File: config.mk
export PLATFORM = sky130hd
export DESIGN_NAME = shell_pipe_redirect_syntax_check_flat
export DESIGN_NICKNAME = d
export VERILOG_FILES = /design/src/hdl/sprs_pkg.sv /design/src/hdl/sprs_stream_if.sv /design/src/hdl/sprs_core.sv /design/src/hdl/shell_pipe_redirect_syntax_check.sv /design/src/flat_wrapper.sv
export SDC_FILE = /design/constraint.sdc
export NUM_CORES = 1
export LEC_CHECK = 0
export BUFFER_PORTS_ARGS = -buffer_cell sky130_fd_sc_hd__buf_2
export CORE_ASPECT_RATIO = 0.7
export CORE_MARGIN = 4
export CORE_UTILIZATION = 57
export DETAILED_ROUTE_END_ITERATION = 6
export GPL_ROUTABILITY_DRIVEN = 0
export PLACE_DENSITY = 0.78
export SLEW_MARGIN = 40
export SYNTH_ARGS = -nofsm -noshare
export SYNTH_HDL_FRONTEND = slang
export SYNTH_SLANG_ARGS = --single-unit
File: constraint.sdc
create_clock -name clk -period 2.51 [get_ports clk]
set_clock_uncertainty 0.1 [all_clocks]
set_input_delay 0.502 -clock clk [delete_from_list [all_inputs] [get_ports clk]]
set_output_delay 0.502 -clock clk [all_outputs]
set_load 0.1 [all_outputs]
File: src/hdl/sprs_pkg.sv
// Shared types, character codes and helper functions for the shell pipe and
// redirection syntax checker. No dependencies.

package sprs_pkg;

	localparam logic [7:0] CH_PIPE   = 8'h7C;
	localparam logic [7:0] CH_LT     = 8'h3C;
	localparam logic [7:0] CH_GT     = 8'h3E;
	localparam logic [7:0] CH_SQUOTE = 8'h27;
	localparam logic [7:0] CH_DQUOTE = 8'h22;
	localparam logic [7:0] CH_SPACE  = 8'h20;
	localparam logic [7:0] CH_TAB    = 8'h09;

	typedef enum logic [1:0] {
		Q_NONE   = 2'd0,
		Q_SINGLE = 2'd1,
		Q_DOUBLE = 2'd2
	} quote_t;

	typedef enum logic [2:0] {
		PH_IDLE       = 3'd0,
		PH_OP_LT      = 3'd1,
		PH_OP_GT      = 3'd2,
		PH_AFTER_OP   = 3'd3,
		PH_WORD       = 3'd4,
		PH_WORD_QUOTE = 3'd5
	} phase_t;

	typedef enum logic [1:0] {
		PE_NONE        = 2'd0,
		PE_REPEATED    = 2'd1,
		PE_END_OR_PIPE = 2'd2
	} perr_t;

	typedef enum logic [2:0] {
		ST_OK           = 3'd0,
		ST_LEADING_PIPE = 3'd1,
		ST_REDIR_NOFILE = 3'd2,
		ST_REPEAT_PIPE  = 3'd3,
		ST_PIPE_AT_END  = 3'd4
	} status_t;

	typedef struct packed {
		phase_t     redir_phase;
		quote_t     redir_outer_quote;
		quote_t     file_word_quote;
		quote_t     pipe_pass_quote;
		logic       previous_was_pipe;
		logic       pipe_lookahead_pending;
		logic       seen_nonblank;
		logic       leading_pipe_flag;
		logic       redir_error_flag;
		perr_t      pipe_error_code;
	} chk_state_t;

	localparam chk_state_t CHK_RESET = '{
		redir_phase:            PH_IDLE,
		redir_outer_quote:      Q_NONE,
		file_word_quote:        Q_NONE,
		pipe_pass_quote:        Q_NONE,
		previous_was_pipe:      1'b0,
		pipe_lookahead_pending: 1'b0,
		seen_nonblank:          1'b0,
		leading_pipe_flag:      1'b0,
		redir_error_flag:       1'b0,
		pipe_error_code:        PE_NONE
	};

	function automatic logic is_blank(input logic [7:0] c);
		return (c == CH_SPACE) || (c == CH_TAB);
	endfunction

	function automatic logic is_redir(input logic [7:0] c);
		return (c == CH_LT) || (c == CH_GT);
	endfunction

	function automatic quote_t quote_code(input logic [7:0] c);
		if (c == CH_SQUOTE) return Q_SINGLE;
		if (c == CH_DQUOTE) return Q_DOUBLE;
		return Q_NONE;
	endfunction

	function automatic quote_t toggle_quote(input quote_t q, input quote_t qc);
		if (q == Q_NONE) return qc;
		if (q == qc) return Q_NONE;
		return q;
	endfunction

endpackage

File: src/hdl/sprs_stream_if.sv
// Valid/ready channel interfaces for character input and status output.
// Depends on nothing.

interface sprs_char_if;
	logic       valid;
	logic       ready;
	logic [7:0] ch;
	logic       end_of_line;

	modport source (output valid, output ch, output end_of_line, input ready);
	modport sink   (input valid, input ch, input end_of_line, output ready);
endinterface

interface sprs_status_if;
	logic       valid;
	logic       ready;
	logic [2:0] status;
	logic       ok;

	modport source (output valid, output status, output ok, input ready);
	modport sink   (input valid, input status, input ok, output ready);
endinterface

File: src/hdl/sprs_core.sv
// Per-character state of the redirection and pipe checks, plus the end of
// line status decision. Depends on sprs_pkg.

module sprs_core (
	input  logic                 clk,
	input  logic                 arst_n,
	input  logic                 step,
	input  logic [7:0]           ch,
	input  logic                 end_of_line,
	output sprs_pkg::status_t    status
);
	import sprs_pkg::*;

	chk_state_t st_q;
	chk_state_t st_char;
	chk_state_t st_nxt;

	quote_t qc;
	logic   blank;
	logic   redir;
	logic   pipe;
	logic   redir_err_end;
	perr_t  perr_end;

	assign qc    = quote_code(ch);
	assign blank = is_blank(ch);
	assign redir = is_redir(ch);
	assign pipe  = (ch == CH_PIPE);

	// Character update
	always_comb begin
		st_char = st_q;

		if (!st_q.redir_error_flag) begin
			unique case (st_q.redir_phase)
				PH_OP_LT, PH_OP_GT: begin
					// second char of << or >> just moves on; otherwise treat as after-op
					st_char.redir_phase = PH_AFTER_OP;
					if (!(ch == ((st_q.redir_phase == PH_OP_LT) ? CH_LT : CH_GT))) begin
						if (pipe || redir) begin
							st_char.redir_error_flag = 1'b1;
						end else if (!blank) begin
							if (qc != Q_NONE) begin
								st_char.file_word_quote = qc;
								st_char.redir_phase     = PH_WORD_QUOTE;
							end else begin
								st_char.redir_phase = PH_WORD;
							end
						end
					end
				end
				PH_AFTER_OP: begin
					if (pipe || redir) begin
						st_char.redir_error_flag = 1'b1;
					end else if (!blank) begin
						if (qc != Q_NONE) begin
							st_char.file_word_quote = qc;
							st_char.redir_phase     = PH_WORD_QUOTE;
						end else begin
							st_char.redir_phase = PH_WORD;
						end
					end
				end
				PH_WORD: begin
					if (blank || pipe || redir) begin
						st_char.redir_phase = PH_IDLE;
						if (redir && st_q.redir_outer_quote == Q_NONE)
							st_char.redir_phase = (ch == CH_LT) ? PH_OP_LT : PH_OP_GT;
					end else if (qc != Q_NONE) begin
						st_char.file_word_quote = qc;
						st_char.redir_phase     = PH_WORD_QUOTE;
					end
				end
				PH_WORD_QUOTE: begin
					if (qc == st_q.file_word_quote) st_char.redir_phase = PH_WORD;
				end
				default: begin
					st_char.redir_phase = PH_IDLE;
					if (qc != Q_NONE) begin
						st_char.redir_outer_quote = toggle_quote(st_q.redir_outer_quote, qc);
					end else if (st_q.redir_outer_quote == Q_NONE && redir) begin
						st_char.redir_phase = (ch == CH_LT) ? PH_OP_LT : PH_OP_GT;
					end
				end
			endcase
		end

		// pipe check
		if (!blank) begin
			if (!st_q.seen_nonblank) begin
				st_char.seen_nonblank = 1'b1;
				if (pipe) st_char.leading_pipe_flag = 1'b1;
			end
			if (st_q.pipe_lookahead_pending) begin
				st_char.pipe_lookahead_pending = 1'b0;
				if (pipe && st_q.pipe_error_code == PE_NONE)
					st_char.pipe_error_code = PE_END_OR_PIPE;
			end
		end
		if (qc != Q_NONE) begin
			st_char.pipe_pass_quote = toggle_quote(st_q.pipe_pass_quote, qc);
		end else if (pipe && st_q.pipe_pass_quote == Q_NONE) begin
			if (st_q.previous_was_pipe && st_char.pipe_error_code == PE_NONE)
				st_char.pipe_error_code = PE_REPEATED;
			st_char.previous_was_pipe      = 1'b1;
			st_char.pipe_lookahead_pending = 1'b1;
		end else if (!blank) begin
			st_char.previous_was_pipe = 1'b0;
		end
	end

	// End of line decision
	always_comb begin
		redir_err_end = st_q.redir_error_flag || (st_q.redir_phase == PH_OP_LT) ||
			(st_q.redir_phase == PH_OP_GT) || (st_q.redir_phase == PH_AFTER_OP);
		perr_end = st_q.pipe_error_code;
		if (perr_end == PE_NONE && (st_q.pipe_lookahead_pending || st_q.previous_was_pipe))
			perr_end = PE_END_OR_PIPE;

		if (st_q.leading_pipe_flag)      status = ST_LEADING_PIPE;
		else if (redir_err_end)          status = ST_REDIR_NOFILE;
		else if (perr_end == PE_REPEATED) status = ST_REPEAT_PIPE;
		else if (perr_end == PE_END_OR_PIPE) status = ST_PIPE_AT_END;
		else                             status = ST_OK;
	end

	assign st_nxt = end_of_line ? CHK_RESET : st_char;

	always_ff @(posedge clk or negedge arst_n) begin
		if (!arst_n) begin
			st_q <= CHK_RESET;
		end else if (step) begin
			st_q <= st_nxt;
		end
	end

endmodule

File: src/hdl/shell_pipe_redirect_syntax_check.sv
// Shell pipe and redirection syntax checker, top level.
// Output path: after its end-of-line transaction is accepted, a status is held in the input stage
// register and then registered in the output register, from which it is presented on result.
// Throughput: one character per cycle while no end-of-line transaction waits for the output register.
// The output register lets ordinary characters in while a status waits to be taken; only a
// further end-of-line transaction waits for it.
// Reset clears all check state and the stage and output valid flags at once.
// Depends on sprs_pkg, sprs_stream_if and sprs_core.

module shell_pipe_redirect_syntax_check (
	input  logic  clk,
	input  logic  arst_n,
	sprs_char_if.sink     chars,
	sprs_status_if.source result
);
	import sprs_pkg::*;

	logic       valid_s1;
	logic [7:0] ch_s1;
	logic       eol_s1;
	logic       advance;
	logic       step;
	logic       out_valid_q;
	logic [2:0] status_q;
	status_t    status;

	// only an end-of-line transaction needs room in the output register
	assign advance     = !valid_s1 || !eol_s1 || !out_valid_q || result.ready;
	assign step        = valid_s1 && advance;
	assign chars.ready = advance;

	always_ff @(posedge clk or negedge arst_n) begin
		if (!arst_n) begin
			valid_s1 <= 1'b0;
		end else if (advance) begin
			valid_s1 <= chars.valid;
		end
	end

	always_ff @(posedge clk) begin
		if (advance && chars.valid) begin
			ch_s1  <= chars.ch;
			eol_s1 <= chars.end_of_line;
		end
	end

	sprs_core u_core (
		.clk         (clk),
		.arst_n      (arst_n),
		.step        (step),
		.ch          (ch_s1),
		.end_of_line (eol_s1),
		.status      (status)
	);

	always_ff @(posedge clk or negedge arst_n) begin
		if (!arst_n) begin
			out_valid_q <= 1'b0;
		end else if (step && eol_s1) begin
			out_valid_q <= 1'b1;
		end else if (result.ready) begin
			out_valid_q <= 1'b0;
		end
	end

	always_ff @(posedge clk) begin
		if (step && eol_s1) status_q <= status;
	end

	assign result.valid  = out_valid_q;
	assign result.status = status_q;
	assign result.ok     = (status_q == ST_OK);

endmodule
File: src/flat_wrapper.sv
// flat-port wrapper written by rule: the top's interface ports become plain ports
module shell_pipe_redirect_syntax_check_flat import sprs_pkg::*;
  (clk, arst_n, chars_valid, chars_ch, chars_end_of_line, chars_ready, result_valid, result_status, result_ok, result_ready);
  sprs_char_if chars_i ();
  sprs_status_if result_i ();
  input  logic clk;
  input  logic arst_n;
  input wire logic [$bits(chars_i.valid)-1:0] chars_valid;
  input wire logic [$bits(chars_i.ch)-1:0] chars_ch;
  input wire logic [$bits(chars_i.end_of_line)-1:0] chars_end_of_line;
  output wire logic [$bits(chars_i.ready)-1:0] chars_ready;
  output wire logic [$bits(result_i.valid)-1:0] result_valid;
  output wire logic [$bits(result_i.status)-1:0] result_status;
  output wire logic [$bits(result_i.ok)-1:0] result_ok;
  input wire logic [$bits(result_i.ready)-1:0] result_ready;
  assign chars_i.valid = chars_valid;
  assign chars_i.ch = chars_ch;
  assign chars_i.end_of_line = chars_end_of_line;
  assign chars_ready = chars_i.ready;
  assign result_valid = result_i.valid;
  assign result_status = result_i.status;
  assign result_ok = result_i.ok;
  assign result_i.ready = result_ready;
  shell_pipe_redirect_syntax_check u_core (.clk(clk), .arst_n(arst_n), .chars(chars_i), .result(result_i));
endmodule
# --- Yosys cells after proc, flatten, opt, wreduce, memory -nomap -nowiden ---
# Index checks and enable logic that the tools add are counted.
word_totals:
  elab_cells: 168
  out_inout_bits: 6
  reg_bits: 30
classes:
  eq_ne: 30
  mux: 77
  n_reduce_logical: 45
ops:
  columns: ["op", "count"]
  rows:
  - ["2-bit two-way mux", 33]
  - ["8-bit by 6-bit == test with 1-bit output (second input constant)", 5]
  - ["3-bit two-way mux", 11]
  - ["1-bit two-way mux", 28]
  - ["16-bit two-way mux", 1]
  - ["3-bit by 2-bit inequality test with 1-bit output (second input constant)", 5]
  - ["1-bit logical OR", 12]
  - ["3-bit one-hot mux with 4 select lines", 1]
  - ["2-bit by 1-bit inequality test with 1-bit output (second input constant)", 5]
  - ["5-bit AND reduction", 2]
  - ["8-bit by 4-bit == test with 1-bit output (second input constant)", 1]
  - ["8-bit by 6-bit == test with 1-bit output", 1]
  - ["8-bit by 7-bit == test with 1-bit output (second input constant)", 1]
  - ["1-bit logical AND", 8]
  - ["2-bit zero test", 4]
  - ["2-bit nonzero test", 4]
  - ["7-bit two-way mux", 1]
  - ["2-bit == test", 3]
  - ["3-bit by 2-bit == test with 1-bit output (second input constant)", 2]
  - ["3-bit == test (second input constant)", 2]
  - ["2-bit one-hot mux with 3 select lines", 1]
  - ["3-bit AND reduction", 2]
  - ["6-bit AND reduction", 1]
  - ["3-bit nonzero test", 2]
  - ["other kinds (14)", 16]

# --- Depth between registers and ports, before layout ---
logic_depth:
  ltp_word: 19
  ltp_mapped: 8

# --- Cells and area by module ---
# From an unflattened synthesis, not the netlist that was laid out.
unflattened:
  cells_unflattened: 190
  hier_area_um2: 1843.0
modules_own_cells:
  columns: ["mod", "cells_each", "area_each_um2", "instances"]
  rows:
  - ["sprs_core", 167, 1356.3, 1]
  - ["shell_pipe_redirect_syntax_check", 23, 486.7, 1]

# --- Least setup slack after synthesis ---
# No wires, ideal clock.
synth_path:
  kind: "flip-flop to output port"
  start: "register u_core.status_q[0], in the netlist u_core.result.status[0]"
  end: "output port result_ok"
  t_arrival_ns: 2.990
  path_stages_with_launch: 2
  path_slack_ns: -1.082
  path_cell_list: "edfxtp_1 nor3_1"
synth_between:
  elab_chain_cells: 1
synth_lines:
  columns: ["element", "line_no", "text"]
  rows:
  - ["start: declaration", "shell_pipe_redirect_syntax_check.sv:24", "logic [2:0] status_q;"]
  - ["start signal: assignment", "shell_pipe_redirect_syntax_check.sv:67", "if (step && eol_s1) status_q <= status;"]
  - ["3-bit zero test", "shell_pipe_redirect_syntax_check.sv:72", "assign result.ok = (status_q == ST_OK);"]
  - ["end: declaration", "flat_wrapper.sv:14", "output wire logic [$bits(result_i.ok)-1:0] result_ok;"]
# No other way between the ends.

# --- Worst setup path after layout ---
layout_path:
  start: "register u_core.ch_s1[0]"
  end: "register u_core.u_core.st_q[13] (netlist bit)"
layout_between:
  elab_chain_cells: 13
  word_cells_on_any_way: 40
  classes_between: "13 x eq/ne; 19 x mux; 8 x reduce/logical"
layout_lines:
  columns: ["element", "line_no", "text"]
  rows:
  - ["start: declaration", "shell_pipe_redirect_syntax_check.sv:19", "logic [7:0] ch_s1;"]
  - ["start signal: assignment", "shell_pipe_redirect_syntax_check.sv:42", "ch_s1 <= chars.ch;"]
  - ["8-bit by 6-bit == test with 1-bit output", "sprs_pkg.sv:79", "if (c == CH_DQUOTE) return Q_DOUBLE;"]
  - ["1-bit two-way mux (2 in series)", "sprs_pkg.sv:79", null]
  - ["2-bit two-way mux", "sprs_pkg.sv:80", "return Q_NONE;"]
  - ["2-bit two-way mux", "sprs_pkg.sv:79", null]
  - ["2-bit nonzero test", null, null]
  - ["1-bit two-way mux", "sprs_core.sv:43, sprs_core.sv:56", null]
  - ["3-bit two-way mux", "sprs_core.sv:42", "end else if (!blank) begin"]
  - ["3-bit two-way mux", "sprs_core.sv:40", "if (pipe || redir) begin"]
  - ["3-bit two-way mux", "sprs_core.sv:39", "if (!(ch == ((st_q.redir_phase == PH_OP_LT) ? CH_LT : CH_GT))) begin"]
  - ["3-bit one-hot mux with 4 select lines", "sprs_core.sv:35", "unique case (st_q.redir_phase)"]
  - ["7-bit two-way mux", "sprs_core.sv:34", "if (!st_q.redir_error_flag) begin"]
  - ["16-bit two-way mux", "sprs_core.sv:127", "assign st_nxt = end_of_line ? CHK_RESET : st_char;"]
  - ["end signal: assignment", "sprs_core.sv:133", "st_q <= st_nxt;"]
  - ["end: declaration", "sprs_core.sv:14", "chk_state_t st_q;"]
# Several ways; a longest one is shown, not always the timed one. The select of a mux whose other input is x is not followed.
# A chain may end at the register's enable or synchronous reset.

==> results_dict.tcl <==
set metrics [dict create \
    cts_tree "built" \
    holdBufCountCts 0 \
    drtAntennaViolNets 0 \
    synth_cell_types 51 \
    leakagePower_nw 0.768 \
    avgRoutedWirePerCell_microns 16.4 \
    post-dp-hpwl_microns 2920 \
    drt-initial-drc-count 193 \
    grt_pass1_wl_microns 6540 \
    tightestPinTransition_ns 0.555 \
    clock_latency_ns 0.28 \
    setup_viol 0 \
    maxCapViolations 0 \
    synth_fp_nets 196 \
    wl_microns 3920 \
    fin_total_pwr_mw 1.19 \
    worst_hold_path_type "input pin to asynchronous set/reset pin" \
    min_period_ns 2.41 \
    hold_ws_ns 0.0399 \
    synthArstFlopShare_pct 60.0 \
    cts-resized-gates 0 \
    ys_warn_count 0 \
    overflow 0 \
    cp_max_fo 8 \
    multi_input_area_sq_um 851 \
    status "completed" \
    layout_setup_ws_ns 0.103 \
    synth_common_cells "nand2_1, dfrtp_1, nor2_1" \
    die_h_microns 53.8 \
    placed_area_sq_um 1840 \
    place_inst 231 \
    slew_violations 0 \
    synth-main-ff-cell "dfrtp_1" \
    synthCells 183 \
    cts_root_buf "clkbuf_8" \
    h-tree-depth 2 \
    critPathBufInv 0 \
    n_fill_cell 211 \
    synth_most_common_cell "nand2_1" \
    path_delay_family "compound AO/OA/AOI/OAI gates" \
    final_util_pct 68.0 \
    coreArea_sq_um 2820 \
    seq_area_sq_um 812 \
    yosysTopAreaCellShare_pct 26.4 \
    synth_seq_area_share_pct 47.5 \
    slowest_delay_ns 0.50 \
    synth_area_per_cell_sq_um 9.33 \
    path_class "register to register" \
    cp.arrival_ns 2.45 \
    crit_required_ns 2.56 \
    clock-sinks 30 \
    synth.area.top_cells "dfrtp_1, edfxtp_1, nand2_1" \
    cts_buffer_depth 2 \
    grt_pass1_vias 1408 \
    fp-row-count 16 \
    clk_pin_slew_ns 0.07 \
    start_util_pct 60.5 \
    vias_per_cell 6.31 \
    syn2layout_area_growth_pct 12.5 \
    final_nets 215 \
    stdcell_area_sq_um 1920 \
    start_kind "register" \
    crit_path_end_kind "register" \
    ir_drop_mv 0.402 \
    fin_crit_sh_pct 95.9 \
    cp_cell_sequence "and3b_2 -> o211ai_1 -> and2_0 -> o21ai_0 -> o21ai_0 -> o32ai_1" \
    yosysTopAreaCell "dfrtp_1" \
    hold_viol 0 \
    numCtsBuffers 5 \
    post_cts_buffers 0 \
    yosys_register_bits 30 \
    grt_setup_unrepaired "false" \
    grt_use_total_pct 22.8 \
    stdcell_count 239 \
    synth_edf_count 12 \
    num_vias 1508 \
    p_per_area_nw_per_um2 621 \
    max-slew-margin-rel_pct 62.9 \
    io_buffers 18 \
    antenna_found_initial 0 \
    dp_slack_ns 0.241 \
    fmax_mhz 416 \
    drive_gt1_share_pct 18.2 \
    firstDrtPassIters 4 \
    die-area_sq_um 3950 \
    netlist_area_sq_um 1710 \
    drc_errors 0 \
    die_x_microns 73.4 \
    grt_max_degree 19 \
    io_pins 19 \
    crit_slowest_cell "edfxtp_1" \
    tns_ns 0 \
    cp_common_cell "o21ai_0" \
    diodes 0 \
]
## flip-flops by register name, indices dropped and copies added (netlist names)
register / flops
u_core.valid_s1: 1
u_core.result.status: 3
u_core.result.valid: 1
u_core.ch_s1: 8
u_core.u_core.st_q: 16
u_core.eol_s1: 1
## where the power goes
part	switching, mW	leakage [nW]	internal (mW)
logic	0.148	0.371	0.0811
registers	0.0531	0.354	0.544
clock network	0.178	0.0426	0.190
total	0.379	0.768	0.815
## logic make-up (layout without fill, tap and decap cells)
logic type | Yosys count | count (layout) | share of synthesized area, %
buf+inv | 16 | 36 | 3.66
simple gates | 84 | 84 | 27.4
mux | 2 | 2 | 1.32
flops | 30 | 30 | 47.5
xor+xnor | 1 | 1 | 0.513
compound gates | 50 | 50 | 19.6
## placed cells by master (no fill, tap or decap), types with 2 or more instances in the layout
master	instances
clkbuf_8	5
o21a_1	2
nor2_1	18
o31ai_1	5
o22ai_1	3
a311oi_1	2
nor4b_1	3
buf_2	18
edfxtp_1	12
mux2_1	2
nand2_1	24
dfrtp_1	17
nand2b_1	6
nor3b_1	4
inv_1	9
o21ai_0	10
nor2b_1	2
or3b_4	2
o211ai_1	3
nand3b_1	2
a211oi_1	2
nor3_1	4
o21ai_1	2
or3_1	3
a21oi_1	9
nor3_2	2
## path summary, 6_finish.rpt
kind / start / to / slack (ns) / cells past startpoint
setup reg to reg: u_core.ch_s1[0] / u_core.u_core.st_q[13] / 0.10 / 6
max in group asynchronous: arst_n / u_core.result.valid / 1.95 / 1
setup / recovery: u_core.ch_s1[0] / u_core.u_core.st_q[13] / 0.10 / 6
min in group clk: chars_ch[7] / u_core.ch_s1[7] / 0.29 / 1
hold reg to reg: u_core.u_core.st_q[4] / u_core.u_core.st_q[4] / 0.41 / 2
hold / removal: arst_n / u_core.u_core.st_q[7] / 0.04 / 1
## layout make-up
cell class                 count  area share (%)
clock buffer                   6            3.78
clock inverter                 2           0.456
sequential                    30            42.3
multi-input combinational    137            44.3
timing repair buffer          19            5.08
inverter                       9            1.76
tap                           36            2.35
## routing by layer
metal | global-route usage (%) | part of all wire (%) | vias up
li1 | - | - | 713
met4 | 7.53 | 1.1 | 0
met3 | 7.65 | 9.4 | 8
met5 | 0 | 0 | -
met2 | 35.3 | 46 | 76
met1 | 30.3 | 44 | 711
No activity file was read; power rests on OpenSTA's default activity.
